$ cat config.mk
export PLATFORM = sky130hd
export DESIGN_NAME = can_debug_text_reassembler_unit
export DESIGN_NICKNAME = d
export VERILOG_FILES = /design/src/rtl/cdtr_pkg.sv /design/src/rtl/cdtr_ram.sv /design/src/rtl/cdtr_ctrl.sv /design/src/rtl/cdtr_datapath.sv /design/src/rtl/can_debug_text_reassembler_unit.sv
export VERILOG_INCLUDE_DIRS = /design/src /design/src/rtl
export SDC_FILE = /design/constraint.sdc
export NUM_CORES = 2
export LEC_CHECK = 0
export ABC_AREA = 0
export BUFFER_PORTS_ARGS = -buffer_cell sky130_fd_sc_hd__buf_2
export CAP_MARGIN = 10
export CORE_UTILIZATION = 55
export CTS_CLUSTER_DIAMETER = 150
export DETAILED_ROUTE_END_ITERATION = 10
export HOLD_SLACK_MARGIN = 0.05
export PLACE_DENSITY_LB_ADDON = 0.12
export SLEW_MARGIN = 20
export SYNTH_ARGS = -nofsm -noshare
export SYNTH_HDL_FRONTEND = slang
export SYNTH_SLANG_ARGS = --single-unit
$ cat constraint.sdc
create_clock -name clock -period 6.72 [get_ports clock]
set_input_delay 0.336 -clock clock [delete_from_list [all_inputs] [get_ports clock]]
set_output_delay 0.336 -clock clock [all_outputs]
set_load 0.005 [all_outputs]
$ cat src/rtl/can_debug_text_reassembler_unit_macros.svh
// Assertion helpers shared by the reassembler modules.
`ifndef CAN_DEBUG_TEXT_REASSEMBLER_UNIT_MACROS_SVH
`define CAN_DEBUG_TEXT_REASSEMBLER_UNIT_MACROS_SVH

// Same-cycle implication, disabled while reset is high.
`define CDTR_ASSERT_IMPL(label, clk, rst, ante, cons) \
   label: assert property (@(posedge clk) disable iff (rst) (ante) |-> (cons)) \
      else $error("cdtr: same-cycle check failed");

// Next-cycle implication, disabled while reset is high.
`define CDTR_ASSERT_NEXT(label, clk, rst, ante, cons) \
   label: assert property (@(posedge clk) disable iff (rst) (ante) |=> (cons)) \
      else $error("cdtr: next-cycle check failed");

`endif

$ cat src/rtl/cdtr_pkg.sv
package cdtr_pkg;

   // Fixed geometry of the line buffers.
   localparam int unsigned SOURCES    = 6;
   localparam int unsigned PREFIX_LEN = 3;

   // Identifier classification, applied to the 29-bit identifier.
   localparam logic [28:0] HEARTBEAT_MASK = 29'h1f00601f;
   localparam logic [28:0] DEBUG_MASK     = 29'h1e000000;
   localparam logic [28:0] DEBUG_MATCH    = 29'h1a000000;
   localparam logic [4:0]  CLOSE_SEQUENCE = 5'h1f;

   // Sender codes of the debug frames.
   localparam logic [7:0] SENDER_M1 = 8'hA3;
   localparam logic [7:0] SENDER_M2 = 8'h23;
   localparam logic [7:0] SENDER_A1 = 8'hA5;
   localparam logic [7:0] SENDER_A2 = 8'h25;
   localparam logic [7:0] SENDER_D1 = 8'hA8;

   // Characters and reset values.
   localparam logic [7:0] CHAR_SPACE    = 8'h20;
   localparam logic [7:0] CHAR_COLON    = 8'h3a;
   localparam logic [7:0] CHAR_DASH     = 8'h2d;
   localparam logic [7:0] CHAR_M        = 8'h4d;
   localparam logic [7:0] CHAR_A        = 8'h41;
   localparam logic [7:0] CHAR_D        = 8'h44;
   localparam logic [7:0] CHAR_ONE      = 8'h31;
   localparam logic [7:0] CHAR_TWO      = 8'h32;
   localparam logic [7:0] PROGRAM_RESET = 8'hff;
   localparam logic [3:0] DLC_MAX       = 4'd8;

   // Result kinds.
   localparam logic KIND_STATE = 1'b0;
   localparam logic KIND_TEXT  = 1'b1;

   typedef enum logic [2:0] {
      SRC_UNKNOWN = 3'd0,
      SRC_M1      = 3'd1,
      SRC_M2      = 3'd2,
      SRC_A1      = 3'd3,
      SRC_A2      = 3'd4,
      SRC_D1      = 3'd5
   } src_type;

   // Controller to datapath commands.
   typedef struct packed {
      logic latch;
      logic beat;
      logic append_step;
      logic emit_start;
      logic emit_advance;
   } cdtr_cmd_type;

   // Datapath to controller status.
   typedef struct packed {
      logic heartbeat;
      logic debug;
      logic close;
      logic append_done;
      logic emit_last;
   } cdtr_status_type;

   function automatic src_type sender_to_source(input logic [7:0] code);
      src_type src;
      unique case (code)
         SENDER_M1: src = SRC_M1;
         SENDER_M2: src = SRC_M2;
         SENDER_A1: src = SRC_A1;
         SENDER_A2: src = SRC_A2;
         SENDER_D1: src = SRC_D1;
         default:   src = SRC_UNKNOWN;
      endcase
      return src;
   endfunction

   // Two-letter tag of a source; second selects the digit.
   function automatic logic [7:0] tag_char(input src_type src, input logic second);
      logic [7:0] c;
      unique case (src)
         SRC_M1:  c = second ? CHAR_ONE : CHAR_M;
         SRC_M2:  c = second ? CHAR_TWO : CHAR_M;
         SRC_A1:  c = second ? CHAR_ONE : CHAR_A;
         SRC_A2:  c = second ? CHAR_TWO : CHAR_A;
         SRC_D1:  c = second ? CHAR_ONE : CHAR_D;
         default: c = CHAR_DASH;
      endcase
      return c;
   endfunction

endpackage

$ cat src/rtl/cdtr_ram.sv
module cdtr_ram #(
   parameter int WIDTH = 8,
   parameter int DEPTH = 162
) (
   input  logic                     clock,
   input  logic                     wr_en,
   input  logic [$clog2(DEPTH)-1:0] wr_addr,
   input  logic [WIDTH-1:0]         wr_data,
   input  logic [$clog2(DEPTH)-1:0] rd_addr,
   output logic [WIDTH-1:0]         rd_data
);

   logic [WIDTH-1:0] mem_ff [DEPTH];
   logic [WIDTH-1:0] rd_data_ff;

   // One write port, one registered read port.
   always_ff @(posedge clock) begin
      if (wr_en) begin
         mem_ff[wr_addr] <= wr_data;
      end
      rd_data_ff <= mem_ff[rd_addr];
   end

   assign rd_data = rd_data_ff;

endmodule

$ cat src/rtl/cdtr_ctrl.sv
`include "can_debug_text_reassembler_unit_macros.svh"

module cdtr_ctrl (
   input  logic                      clock,
   input  logic                      reset,
   input  logic                      req_valid,
   output logic                      req_ready,
   output logic                      rsp_valid,
   input  logic                      rsp_ready,
   input  cdtr_pkg::cdtr_status_type status,
   output cdtr_pkg::cdtr_cmd_type    cmd
);
   import cdtr_pkg::*;

   typedef enum logic [2:0] {
      ST_IDLE,
      ST_DECODE,
      ST_BEAT,
      ST_APPEND,
      ST_EMIT
   } state_type;

   state_type state_ff;
   logic      req_ready_ff;
   logic      rsp_valid_ff;

   // State and the two handshake outputs.
   always_ff @(posedge clock) begin
      if (reset) begin
         state_ff     <= ST_IDLE;
         req_ready_ff <= 1'b1;
         rsp_valid_ff <= 1'b0;
      end else begin
         unique case (state_ff)
            ST_IDLE: begin
               if (req_valid && req_ready_ff) begin
                  state_ff     <= ST_DECODE;
                  req_ready_ff <= 1'b0;
               end
            end
            ST_DECODE: begin
               if (status.heartbeat) begin
                  state_ff     <= ST_BEAT;
                  rsp_valid_ff <= 1'b1;
               end else if (status.debug) begin
                  state_ff <= ST_APPEND;
               end else begin
                  state_ff     <= ST_IDLE;
                  req_ready_ff <= 1'b1;
               end
            end
            ST_BEAT: begin
               if (rsp_ready) begin
                  state_ff     <= ST_IDLE;
                  rsp_valid_ff <= 1'b0;
                  req_ready_ff <= 1'b1;
               end
            end
            ST_APPEND: begin
               if (status.append_done) begin
                  if (status.close) begin
                     state_ff     <= ST_EMIT;
                     rsp_valid_ff <= 1'b1;
                  end else begin
                     state_ff     <= ST_IDLE;
                     req_ready_ff <= 1'b1;
                  end
               end
            end
            ST_EMIT: begin
               if (rsp_ready && status.emit_last) begin
                  state_ff     <= ST_IDLE;
                  rsp_valid_ff <= 1'b0;
                  req_ready_ff <= 1'b1;
               end
            end
            default: begin
               state_ff <= ST_IDLE;
            end
         endcase
      end
   end

   // Commands decoded from the state and the handshakes.
   always_comb begin
      cmd.latch        = (state_ff == ST_IDLE) && req_valid && req_ready_ff;
      cmd.beat         = (state_ff == ST_DECODE) && status.heartbeat;
      cmd.append_step  = (state_ff == ST_APPEND);
      cmd.emit_start   = (state_ff == ST_APPEND) && status.append_done && status.close;
      cmd.emit_advance = (state_ff == ST_EMIT) && rsp_ready;
   end

   assign req_ready = req_ready_ff;
   assign rsp_valid = rsp_valid_ff;

   `CDTR_ASSERT_IMPL(a_ready_excludes_valid, clock, reset, req_ready_ff, !rsp_valid_ff)
   `CDTR_ASSERT_NEXT(a_accept_goes_decode, clock, reset, cmd.latch, state_ff == ST_DECODE)
   `CDTR_ASSERT_IMPL(a_emit_shows_valid, clock, reset, state_ff == ST_EMIT, rsp_valid_ff)

endmodule

$ cat src/rtl/cdtr_datapath.sv
`include "can_debug_text_reassembler_unit_macros.svh"

module cdtr_datapath #(
   parameter int TEXT_BUFFER_BYTES = 31,
   parameter int LINE_CHARS        = 30,
   parameter int HISTORY_LINES     = 8
) (
   input  logic                      clock,
   input  logic                      reset,
   input  cdtr_pkg::cdtr_cmd_type    cmd,
   output cdtr_pkg::cdtr_status_type status,
   input  logic [31:0]               req_raw_identifier,
   input  logic [3:0]                req_byte_count,
   input  logic [31:0]               req_data_low,
   input  logic [31:0]               req_data_high,
   output logic                      rsp_kind,
   output logic signed [7:0]         rsp_program_state,
   output logic [2:0]                rsp_source,
   output logic [4:0]                rsp_char_position,
   output logic [7:0]                rsp_text_char,
   output logic [2:0]                rsp_history_slot,
   output logic [15:0]               rsp_line_total,
   output logic [15:0]               rsp_frames_received,
   output logic                      rsp_last
);
   import cdtr_pkg::*;

   localparam int STORE_BYTES = TEXT_BUFFER_BYTES - 4;
   localparam int FILL_LIMIT  = TEXT_BUFFER_BYTES - 1;
   localparam int DEPTH       = SOURCES * STORE_BYTES;
   localparam int AW          = $clog2(DEPTH);
   localparam int FW          = $clog2(TEXT_BUFFER_BYTES);
   localparam int PW          = $clog2(LINE_CHARS + 1);
   localparam int CW          = (FW > PW) ? FW : PW;
   localparam int HW          = (HISTORY_LINES > 1) ? $clog2(HISTORY_LINES) : 1;

   logic [15:0]   frame_count_ff;
   logic [15:0]   lines_done_ff;
   logic [HW-1:0] hist_ff;
   logic [HW-1:0] slot_ff;
   logic [7:0]    program_ff;
   logic [FW-1:0] fill_ff [SOURCES];
   logic [3:0]    idx_ff;
   logic [PW-1:0] pos_ff;
   logic [PW-1:0] pos_in;

   logic          heartbeat_ff;
   logic          debug_ff;
   logic          close_ff;
   src_type       src_ff;
   logic [3:0]    dlc_ff;
   logic [7:0]    bytes_ff [8];

   logic [28:0]   id;
   logic [FW-1:0] fill_cur;
   logic [AW-1:0] base;
   logic          wr_en;
   logic [AW-1:0] wr_addr;
   logic [AW-1:0] rd_addr;
   logic [7:0]    rd_data;
   logic          append_done;
   logic          emit_last;
   logic [7:0]    line_char;

   assign id          = req_raw_identifier[31:3];
   assign fill_cur    = fill_ff[src_ff];
   assign base        = AW'(src_ff) * AW'(STORE_BYTES);
   assign append_done = (idx_ff == dlc_ff);
   assign emit_last   = (pos_ff == PW'(LINE_CHARS - 1));

   // One byte a cycle goes into the store until the buffer limit.
   assign wr_en   = cmd.append_step && !append_done && (fill_cur < FW'(FILL_LIMIT));
   assign wr_addr = base + AW'(fill_cur - FW'(PREFIX_LEN));

   // The read address follows the next position, so the read data matches pos_ff.
   always_comb begin
      priority if (cmd.emit_start) begin
         pos_in = '0;
      end else if (cmd.emit_advance) begin
         pos_in = pos_ff + PW'(1);
      end else begin
         pos_in = pos_ff;
      end
   end

   always_comb begin
      if ((pos_in >= PW'(PREFIX_LEN)) && (CW'(pos_in) < CW'(fill_cur))) begin
         rd_addr = base + AW'(pos_in - PW'(PREFIX_LEN));
      end else begin
         rd_addr = base;
      end
   end

   cdtr_ram #(
      .WIDTH(8),
      .DEPTH(DEPTH)
   ) u_store (
      .clock   (clock),
      .wr_en   (wr_en),
      .wr_addr (wr_addr),
      .wr_data (bytes_ff[idx_ff[2:0]]),
      .rd_addr (rd_addr),
      .rd_data (rd_data)
   );

   // Control state: counters, fill counts and positions.
   always_ff @(posedge clock) begin
      if (reset) begin
         frame_count_ff <= '0;
         lines_done_ff  <= '0;
         hist_ff        <= '0;
         program_ff     <= PROGRAM_RESET;
         idx_ff         <= '0;
         pos_ff         <= '0;
         for (int s = 0; s < SOURCES; s++) begin
            fill_ff[s] <= FW'(PREFIX_LEN);
         end
      end else begin
         pos_ff <= pos_in;
         if (cmd.latch) begin
            frame_count_ff <= frame_count_ff + 16'd1;
            idx_ff         <= '0;
         end
         if (cmd.beat) begin
            program_ff <= bytes_ff[1];
         end
         if (cmd.append_step && !append_done) begin
            idx_ff <= idx_ff + 4'd1;
         end
         if (wr_en) begin
            fill_ff[src_ff] <= fill_cur + FW'(1);
         end
         if (cmd.emit_start) begin
            lines_done_ff <= lines_done_ff + 16'd1;
            if (hist_ff == HW'(HISTORY_LINES - 1)) begin
               hist_ff <= '0;
            end else begin
               hist_ff <= hist_ff + HW'(1);
            end
         end
         if (cmd.emit_advance && emit_last) begin
            fill_ff[src_ff] <= FW'(PREFIX_LEN);
         end
      end
   end

   // Frame beat captured at acceptance, and the slot of a closing line.
   always_ff @(posedge clock) begin
      if (reset) begin
         heartbeat_ff <= 1'b0;
         debug_ff     <= 1'b0;
         close_ff     <= 1'b0;
         src_ff       <= SRC_UNKNOWN;
         dlc_ff       <= '0;
         slot_ff      <= '0;
      end else begin
         if (cmd.latch) begin
            heartbeat_ff <= ((id & HEARTBEAT_MASK) == HEARTBEAT_MASK);
            debug_ff     <= ((id & DEBUG_MASK) == DEBUG_MATCH);
            close_ff     <= (id[4:0] == CLOSE_SEQUENCE);
            src_ff       <= sender_to_source(id[15:8]);
            dlc_ff       <= (req_byte_count > DLC_MAX) ? DLC_MAX : req_byte_count;
            for (int b = 0; b < 4; b++) begin
               bytes_ff[b]     <= req_data_low[8*b +: 8];
               bytes_ff[b + 4] <= req_data_high[8*b +: 8];
            end
         end
         if (cmd.emit_start) begin
            slot_ff <= hist_ff;
         end
      end
   end

   // Character at the current line position.
   always_comb begin
      priority if (pos_ff < PW'(2)) begin
         line_char = tag_char(src_ff, pos_ff[0]);
      end else if (pos_ff == PW'(2)) begin
         line_char = CHAR_COLON;
      end else if (CW'(pos_ff) < CW'(fill_cur)) begin
         line_char = rd_data;
      end else begin
         line_char = CHAR_SPACE;
      end
   end

   always_comb begin
      status.heartbeat   = heartbeat_ff;
      status.debug       = debug_ff;
      status.close       = close_ff;
      status.append_done = append_done;
      status.emit_last   = emit_last;
   end

   // Result beat; a heartbeat result zeroes the line fields.
   assign rsp_kind            = heartbeat_ff ? KIND_STATE : KIND_TEXT;
   assign rsp_program_state   = program_ff;
   assign rsp_source          = heartbeat_ff ? 3'd0 : 3'(src_ff);
   assign rsp_char_position   = heartbeat_ff ? 5'd0 : 5'(pos_ff);
   assign rsp_text_char       = heartbeat_ff ? 8'd0 : line_char;
   assign rsp_history_slot    = heartbeat_ff ? 3'd0 : 3'(slot_ff);
   assign rsp_line_total      = lines_done_ff;
   assign rsp_frames_received = frame_count_ff;
   assign rsp_last            = heartbeat_ff || emit_last;

   `CDTR_ASSERT_IMPL(a_fill_bound, clock, reset, 1'b1, fill_cur <= FW'(FILL_LIMIT))
   `CDTR_ASSERT_IMPL(a_index_bound, clock, reset, cmd.append_step, idx_ff <= dlc_ff)
   `CDTR_ASSERT_NEXT(a_emit_from_zero, clock, reset, cmd.emit_start, pos_ff == '0)

endmodule

$ cat src/rtl/can_debug_text_reassembler_unit.sv
// Channel   Direction  Ports
// req_      in         raw_identifier, byte_count, data_low, data_high
// rsp_      out        kind, program_state, source, char_position, text_char,
//                      history_slot, line_total, frames_received, last
//
// A frame is taken and decoded; a debug frame is then appended one data byte
// a cycle through the single write port of the text store.
// A closing frame then shows one line character a cycle unless stalled,
// LINE_CHARS beats from the store's registered port; a heartbeat gives one beat.
// Reset is synchronous and active high; fill counts return to the prefix length.
// A stalled result beat holds until taken; no frame is taken while one is worked.
module can_debug_text_reassembler_unit #(
   parameter int TEXT_BUFFER_BYTES = 31,
   parameter int LINE_CHARS        = 30,
   parameter int HISTORY_LINES     = 8
) (
   input  logic               clock,
   input  logic               reset,
   input  logic               req_valid,
   output logic               req_ready,
   input  logic [31:0]        req_raw_identifier,
   input  logic [3:0]         req_byte_count,
   input  logic [31:0]        req_data_low,
   input  logic [31:0]        req_data_high,
   output logic               rsp_valid,
   input  logic               rsp_ready,
   output logic               rsp_kind,
   output logic signed [7:0]  rsp_program_state,
   output logic [2:0]         rsp_source,
   output logic [4:0]         rsp_char_position,
   output logic [7:0]         rsp_text_char,
   output logic [2:0]         rsp_history_slot,
   output logic [15:0]        rsp_line_total,
   output logic [15:0]        rsp_frames_received,
   output logic               rsp_last
);
   import cdtr_pkg::*;

   cdtr_cmd_type    cmd;
   cdtr_status_type status;

   // Sequencing of one frame.
   cdtr_ctrl u_ctrl (
      .clock     (clock),
      .reset     (reset),
      .req_valid (req_valid),
      .req_ready (req_ready),
      .rsp_valid (rsp_valid),
      .rsp_ready (rsp_ready),
      .status    (status),
      .cmd       (cmd)
   );

   // Buffers, counters and the result beat.
   cdtr_datapath #(
      .TEXT_BUFFER_BYTES (TEXT_BUFFER_BYTES),
      .LINE_CHARS        (LINE_CHARS),
      .HISTORY_LINES     (HISTORY_LINES)
   ) u_datapath (
      .clock               (clock),
      .reset               (reset),
      .cmd                 (cmd),
      .status              (status),
      .req_raw_identifier  (req_raw_identifier),
      .req_byte_count      (req_byte_count),
      .req_data_low        (req_data_low),
      .req_data_high       (req_data_high),
      .rsp_kind            (rsp_kind),
      .rsp_program_state   (rsp_program_state),
      .rsp_source          (rsp_source),
      .rsp_char_position   (rsp_char_position),
      .rsp_text_char       (rsp_text_char),
      .rsp_history_slot    (rsp_history_slot),
      .rsp_line_total      (rsp_line_total),
      .rsp_frames_received (rsp_frames_received),
      .rsp_last            (rsp_last)
   );

endmodule
# Yosys cells after proc, flatten, opt, wreduce, memory -nomap -nowiden
# Memories as Yosys holds them, arrays and structs flattened. A register that Yosys moved wholly into a read port is not among the register bits.
# Index checks and enable logic that the tools add are counted.
# Widths: inputs -> output; s select.
# word_totals
output_inout_bits	63
reg_bits	62
mem_count	3
word_cells	151
in_bits	104
ramBits	1390
latchBits	0
mem_bits_ro	0
# op_classes
div	0
n_shift	0
n_reduce_logical	22
magnitude_cmp	6
eq_ne	30
addsub	10
muxes	64
multipliers	1
bitwise_logic	1
# memory_table
name	words	width	read_ports	rd_ports_with_merged_regs	write_ports	line	source
u_datapath.u_store.mem_ff	162	8	1	1	1	cdtr_ram.sv:13	logic [WIDTH-1:0] mem_ff [DEPTH];
u_datapath.bytes_ff	8	8	2	2	8	cdtr_datapath.sv:52	logic [7:0] bytes_ff [8];
u_datapath.fill_ff	6	5	1	1	6	cdtr_datapath.sv:42	logic [FW-1:0] fill_ff [SOURCES];
# ops
operator	n
$mux 3	14
$mux 8	5
$pmux 8 s5	1
$mux 7	5
$add 16x1->16 const B	2
$pmux 3 s5	2
$mux 1	26
$mux 5	5
$eq 8x8->1 const B	3
$add 8x8->8	2
$eq 8x6->1 const B	2
$eq 12x12->1 const B	1
$eq 3x2->1 const B	4
$eq 3x3->1 const B	4
$logic_and 1x1->1	12
$mux 4	3
$ne 2x2->1 const B	6
$sub 5x2->6 const B	2
$add 5x1->5 const B	2
$eq 5x5->1 const B	2
$lt 5x5->1	2
$mul 3x5->8 const B	1
$reduce_and 8->1	1
$eq 3x1->1 const B	2
other kinds (23)	25

# Depth between registers and ports, before layout
# logic_depth
word_depth	10
ltp_mapped	27
mapped_depth_nobuf	20

# By module
# From an unflattened synthesis, not the netlist that was laid out.
# unflattened
hier_cells	3259
area_unflattened_um2	60115.2
# by_module_without_submodules
mod	instances	seq_area_each_um2	cells_per_inst	area_per_inst_um2
cdtr_ram	1	39077.5	2439	50901.3
cdtr_datapath	1	4544.4	774	8818.5
cdtr_ctrl	1	100.1	46	395.4

# Worst setup path before layout
# OpenSTA, ideal clock, no wires.
# synth_timing
kind	register to register
start	reg u_datapath.src_ff[1]
end	reg u_datapath.u_store.rd_data_ff[5], in the netlist u_datapath.u_store.rd_data[5] (read register of u_datapath.u_store.mem_ff)
period_less_slack_ps	4875
setup_time_ps	128
path_buffers	4
path_stages_with_launch	24
arrival_ps	4747
setup_slack_ps	1845
required_ps	6592
cell_sequence	dfxtp_1 -> clkbuf_1 -> inv_1 -> ha_1 -> inv_1 -> ha_1 -> inv_1 -> fa_1 -> clkbuf_1 -> inv_1 -> ha_1 -> inv_1 -> o21bai_1 -> a21oi_1 -> xnor2_1 -> a21o_1 -> clkbuf_1 -> nor2_1 -> clkbuf_1 -> o21ai_0 -> or4_1 -> a21oi_1 -> or4_1 -> o211ai_1
# synth_between
elab_chain_cells	3
# synth_rtl
item	line	source
start: declaration	cdtr_datapath.sv:50	src_type src_ff;
start signal: assignment	cdtr_datapath.sv:161	src_ff <= sender_to_source(id[15:8]);
$mul 3x5->8 (*)	cdtr_datapath.sv:67	assign base = AW'(src_ff) * AW'(STORE_BYTES);
$add 8x8->8	cdtr_datapath.sv:88	rd_addr = base + AW'(pos_in - PW'(PREFIX_LEN));
$mux 8 (*)	cdtr_datapath.sv:87	if ((pos_in >= PW'(PREFIX_LEN)) && (CW'(pos_in) < CW'(fill_cur))) begin
end: declaration	cdtr_ram.sv:14	logic [WIDTH-1:0] rd_data_ff;
# Every way passes the cells marked *; elsewhere a longest branch is shown, timed or not.
# A chain may end at the register's enable or synchronous reset.

# Final worst setup path
# layout_timing
start	reg u_datapath.pos_ff[0]
end	reg u_datapath.u_store.rd_data_ff[6], in the netlist u_datapath.u_store.rd_data[6] (read register of u_datapath.u_store.mem_ff)
# layout_between
elab_chain_cells	6
word_cells_on_any_way	9
classes_between	add/sub: 3; order compare: 2; mux: 3; reduce/logical: 1
# layout_rtl
item	line	source
start: declaration	cdtr_datapath.sv:44	logic [PW-1:0] pos_ff;
start signal: assignment	cdtr_datapath.sv:119	pos_ff <= pos_in;
$add 5x1->5 (*)	cdtr_datapath.sv:80	pos_in = pos_ff + PW'(1);
$mux 5 (*)	cdtr_datapath.sv:79	end else if (cmd.emit_advance) begin
$mux 5 (*)	cdtr_datapath.sv:77	priority if (cmd.emit_start) begin
via u_datapath.pos_in[2]	cdtr_datapath.sv:45	logic [PW-1:0] pos_in;
$sub 5x2->6 (tied with other cells)	cdtr_datapath.sv:88	
$add 8x8->8 or $logic_and 1x1->1 (tied branches)	cdtr_datapath.sv:88, cdtr_datapath.sv:87	
$mux 8 (*)	cdtr_datapath.sv:87	
# Mark *: on every way through the listed nets, which the timed path passes. The rest lies on a longest branch.

==> flow_metrics.tcl <==
set metrics [dict create \
    slew_headroom_pct 25.6 \
    overflow 0 \
    postLayoutSetupSlackWorst_ps 317 \
    grt_use_total_pct 28.2 \
    clkSlewWorstSetupHoldPaths_ps 60 \
    cp.arrival_ps 7050 \
    slew_viol_final 0 \
    clock_skew_ps 36.9 \
    post_cts_buffers 0 \
    start_kind "flip-flop" \
    min_path_type "in -> reg" \
    drt_wl_total_um 156000 \
    setup-tns-final_ps 0 \
    drv_cap 0 \
    die_x_um 333 \
    register_area_um2 43700 \
    core_area_um2 109000 \
    avgSynthCellArea_um2 14.3 \
    drive_gt1_share_pct 16.0 \
    max_freq_mhz 156 \
    syn_nets 4365 \
    drc 0 \
    die_area_um2 111000 \
    async_reset_ff_share_pct 0 \
    p_total_w 0.0188 \
    gp_congestion 0.906 \
    ys.flop_type "edfxtp_1" \
    worstPathRequired_ps 7360 \
    cts_sinks 1484 \
    via_per_inst 6.06 \
    cts_max_level 4 \
    dr.pass1.iters 6 \
    power.leakage_nw 26.0 \
    path_class "reg -> reg" \
    crit_slowest_cell "a41oi_4" \
    netlist_area_um2 60400 \
    irDropWorstVdd_mv 0.277 \
    dp_slack_ps 540 \
    rows 121 \
    cts_tree "done" \
    layout_commonest_cell "edfxtp_1" \
    layout.nets 4824 \
    numCtsBuffers 153 \
    nFillCells 7770 \
    finalCritPeriodShare_pct 95.3 \
    layout_common_cells "edfxtp_1 (1400), nand2_1 (697), mux2i_1 (316)" \
    ctsRootBufferMaster "clkbuf_16" \
    synth_seq_area_share_pct 72.4 \
    finalSetupViolCount 0 \
    area_delta_synth_final_pct 16.3 \
    holdWs_ps 115 \
    grt_pass1_wl_um 231000 \
    crit_buf_inv 2 \
    clkLatencyLatePin_ps 790 \
    synth_edf_count 1400 \
    power_density_nw_per_um2 268 \
    multi_input_area_um2 15500 \
    cp-end-kind "flip-flop" \
    worst_pin_slew_ps 1120 \
    p_sw_share_pct 20.4 \
    antenna_found_initial 4 \
    power_frac_clock_pct 44.3 \
    start_util_pct 55.5 \
    layout.cells.non_filler 6216 \
    rsz0062_at_grt "no" \
    wl_per_cell_um 25.2 \
    grt_pass1_vias 36231 \
    dp.cells 5849 \
    hpwl_um 95800 \
    ys.warnings.count 0 \
    yosys.cell_types.count 78 \
    outcome "complete, no violations" \
    p_seq_share_pct 53.9 \
    hold_viol 0 \
    io_pins 167 \
    ys_ff_latch 1484 \
    p_sw_w 0.00383 \
    layout_min_cycle_time_ps 6400 \
    crit_family "compound AO/OA/AOI/OAI gates" \
    combPwrFrac_pct 1.9 \
    vias 37644 \
    crit_fanout 24 \
    grt_max_degree 108 \
    port_buffers 152 \
    p_int_w 0.0150 \
    clockBufferDepth 3 \
    dr.first_iter.drc_count 4350 \
    r2r_slack_ps 320 \
    die_y_um 333 \
    crit_chain "ha_1 > inv_1 > or3_1 > a22oi_1 > ha_1 > a21o_1 > a21o_1 > a221oi_2 > nand2_1 > nor2_2 > nor4_1 > a41oi_4 > buf_12 > a21oi_1 > or4_1 > a2111oi_0 > or4b_1 > nand3_1" \
    netlist_instances 4215 \
    ant_nets 0 \
    cpPeakStageDelay_ps 890 \
]
## final timing paths
check | from | endpoint | cells past startpoint
setup / recovery | u_datapath.pos_ff[0] | u_datapath.u_store.rd_data[6] | 18
hold / removal | req_raw_identifier[11] | flip-flop | 5
setup reg to reg | u_datapath.pos_ff[0] | u_datapath.u_store.rd_data[6] | 18
hold reg to reg | u_datapath.slot_ff[2] | u_datapath.slot_ff[2] | 2
## worst reg2reg max path: stages (launching register included)
cell and delay [ps]:
dfxtp_1 620, ha_1 240, inv_1 70, or3_1 370
a22oi_1 510, ha_1 350, a21o_1 160, a21o_1 180
a221oi_2 280, nand2_1 190, nor2_2 320, nor4_1 130
a41oi_4 890, buf_12 300, a21oi_1 90, or4_1 400
a2111oi_0 820, or4b_1 310, nand3_1 100
## synth_stat cells, drive strengths merged, types with 3 or more instances
cell     number  share of area [%]
or4          44               0.55
a22oi         5              0.070
o21ai        95               0.79
and2          6              0.062
nand4b        3              0.044
xnor2        32               0.46
a21o          9               0.11
nand3        62               0.51
xor2         24               0.35
a2111oi       4              0.058
a31oi        24               0.27
nor2b        16               0.17
nand3b       15               0.19
nand2b        8              0.083
o21a          4              0.050
edfxtp     1400                 70
o2111ai      14               0.20
o31a          9               0.13
nor4b        10               0.15
a211oi       20               0.25
inv          39               0.24
a41oi        10               0.17
or2           3              0.031
a32oi        17               0.25
nor4         43               0.45
o22ai       142                1.5
o211ai       16               0.20
and3         29               0.31
o21bai        8              0.099
a21oi       271                2.3
mux2i       317                5.3
ha           43               0.89
nor2        283                1.8
o31ai         3              0.046
nand2       702                4.4
clkbuf       82               0.51
nand4        25               0.26
mux4         34                1.3
or3          14               0.15
mux2         41               0.76
buf         142                1.5
dfxtp        84                2.8
fa            3              0.099
a22o          7               0.10
nor3         31               0.26
## logic make-up (layout without fill, tap and decap cells)
logic type	count (synthesis)	count (layout)	share of synthesized area, %
flip-flops	1484	1484	72.4
AND/OR/NAND/NOR	1302	1302	9.49
AO/OA/AOI/OAI	672	672	6.74
multiplexers	392	392	7.29
buffers and inverters	263	848	2.28
XOR/XNOR	56	56	0.812
adder cells (fa/ha/maj)	46	46	0.990
other	0	2	0
## what timing repair did
| item | in CTS | in global routing |
|---|---|---|
| hold buffers | 84 | 0 |
| hold endpoints to repair | 81 | 0 |
| resized for setup | 0 | 0 |
## layout make-up
class	count	area share [%]
Sequential cell	1484	62.3
Multi-Input combinational cell	2468	22.1
Timing Repair Buffer	528	5.81
Clock buffer	193	5.67
Tap cell	1414	2.52
Clock inverter	88	1.39
Inverter	39	0.208
Antenna cell	2	0.00713
## metrics by stage
step	area, um^2	utilization [%]
floorplan	60400	-
global placement	64400	59.2
detailed placement	64400	59.2
CTS	70200	64.5
global route	70200	64.5
finish	70200	64.5
## metal layers
| layer | wire length, um | part of all wire, % | track usage (%) |
|---|---|---|---|
| met1 | 65300 | 42 | 40.4 |
| met2 | 73400 | 47 | 44.2 |
| met3 | 12900 | 8.3 | 4.26 |
| met4 | 4810 | 3.1 | 9.72 |
| met5 | 16 | 0.010 | 0 |
## power by group through the flow
stage	Sequential, W	Clock (W)	Combinational [W]
2_1_floorplan	0.0103	0	0.000157
3_3_place_gp	0.0103	0	0.000309
3_5_place_dp	0.0103	0	0.000316
4_1_cts	0.0101	0.00844	0.000353
5_1_grt	0.0101	0.00881	0.000377
6_report	0.0101	0.00833	0.000354
## state kept, by name, indices dropped and copies added (netlist names), 3 cells and up, named ones only
signal	count
u_datapath.rsp_program_state	8
u_datapath.dlc_ff	4
u_datapath.slot_ff	3
u_datapath.idx_ff	4
u_ctrl.state_ff	3
u_datapath.u_store.rd_data	8
u_datapath.rsp_line_total	16
u_datapath.hist_ff	3
u_datapath.fill_ff	40
u_datapath.pos_ff	5
u_datapath.bytes_ff	64
u_datapath.u_store.mem_ff	1296
u_datapath.rsp_frames_received	16
u_datapath.src_ff	3
No activity file was read; power rests on OpenSTA's default activity.
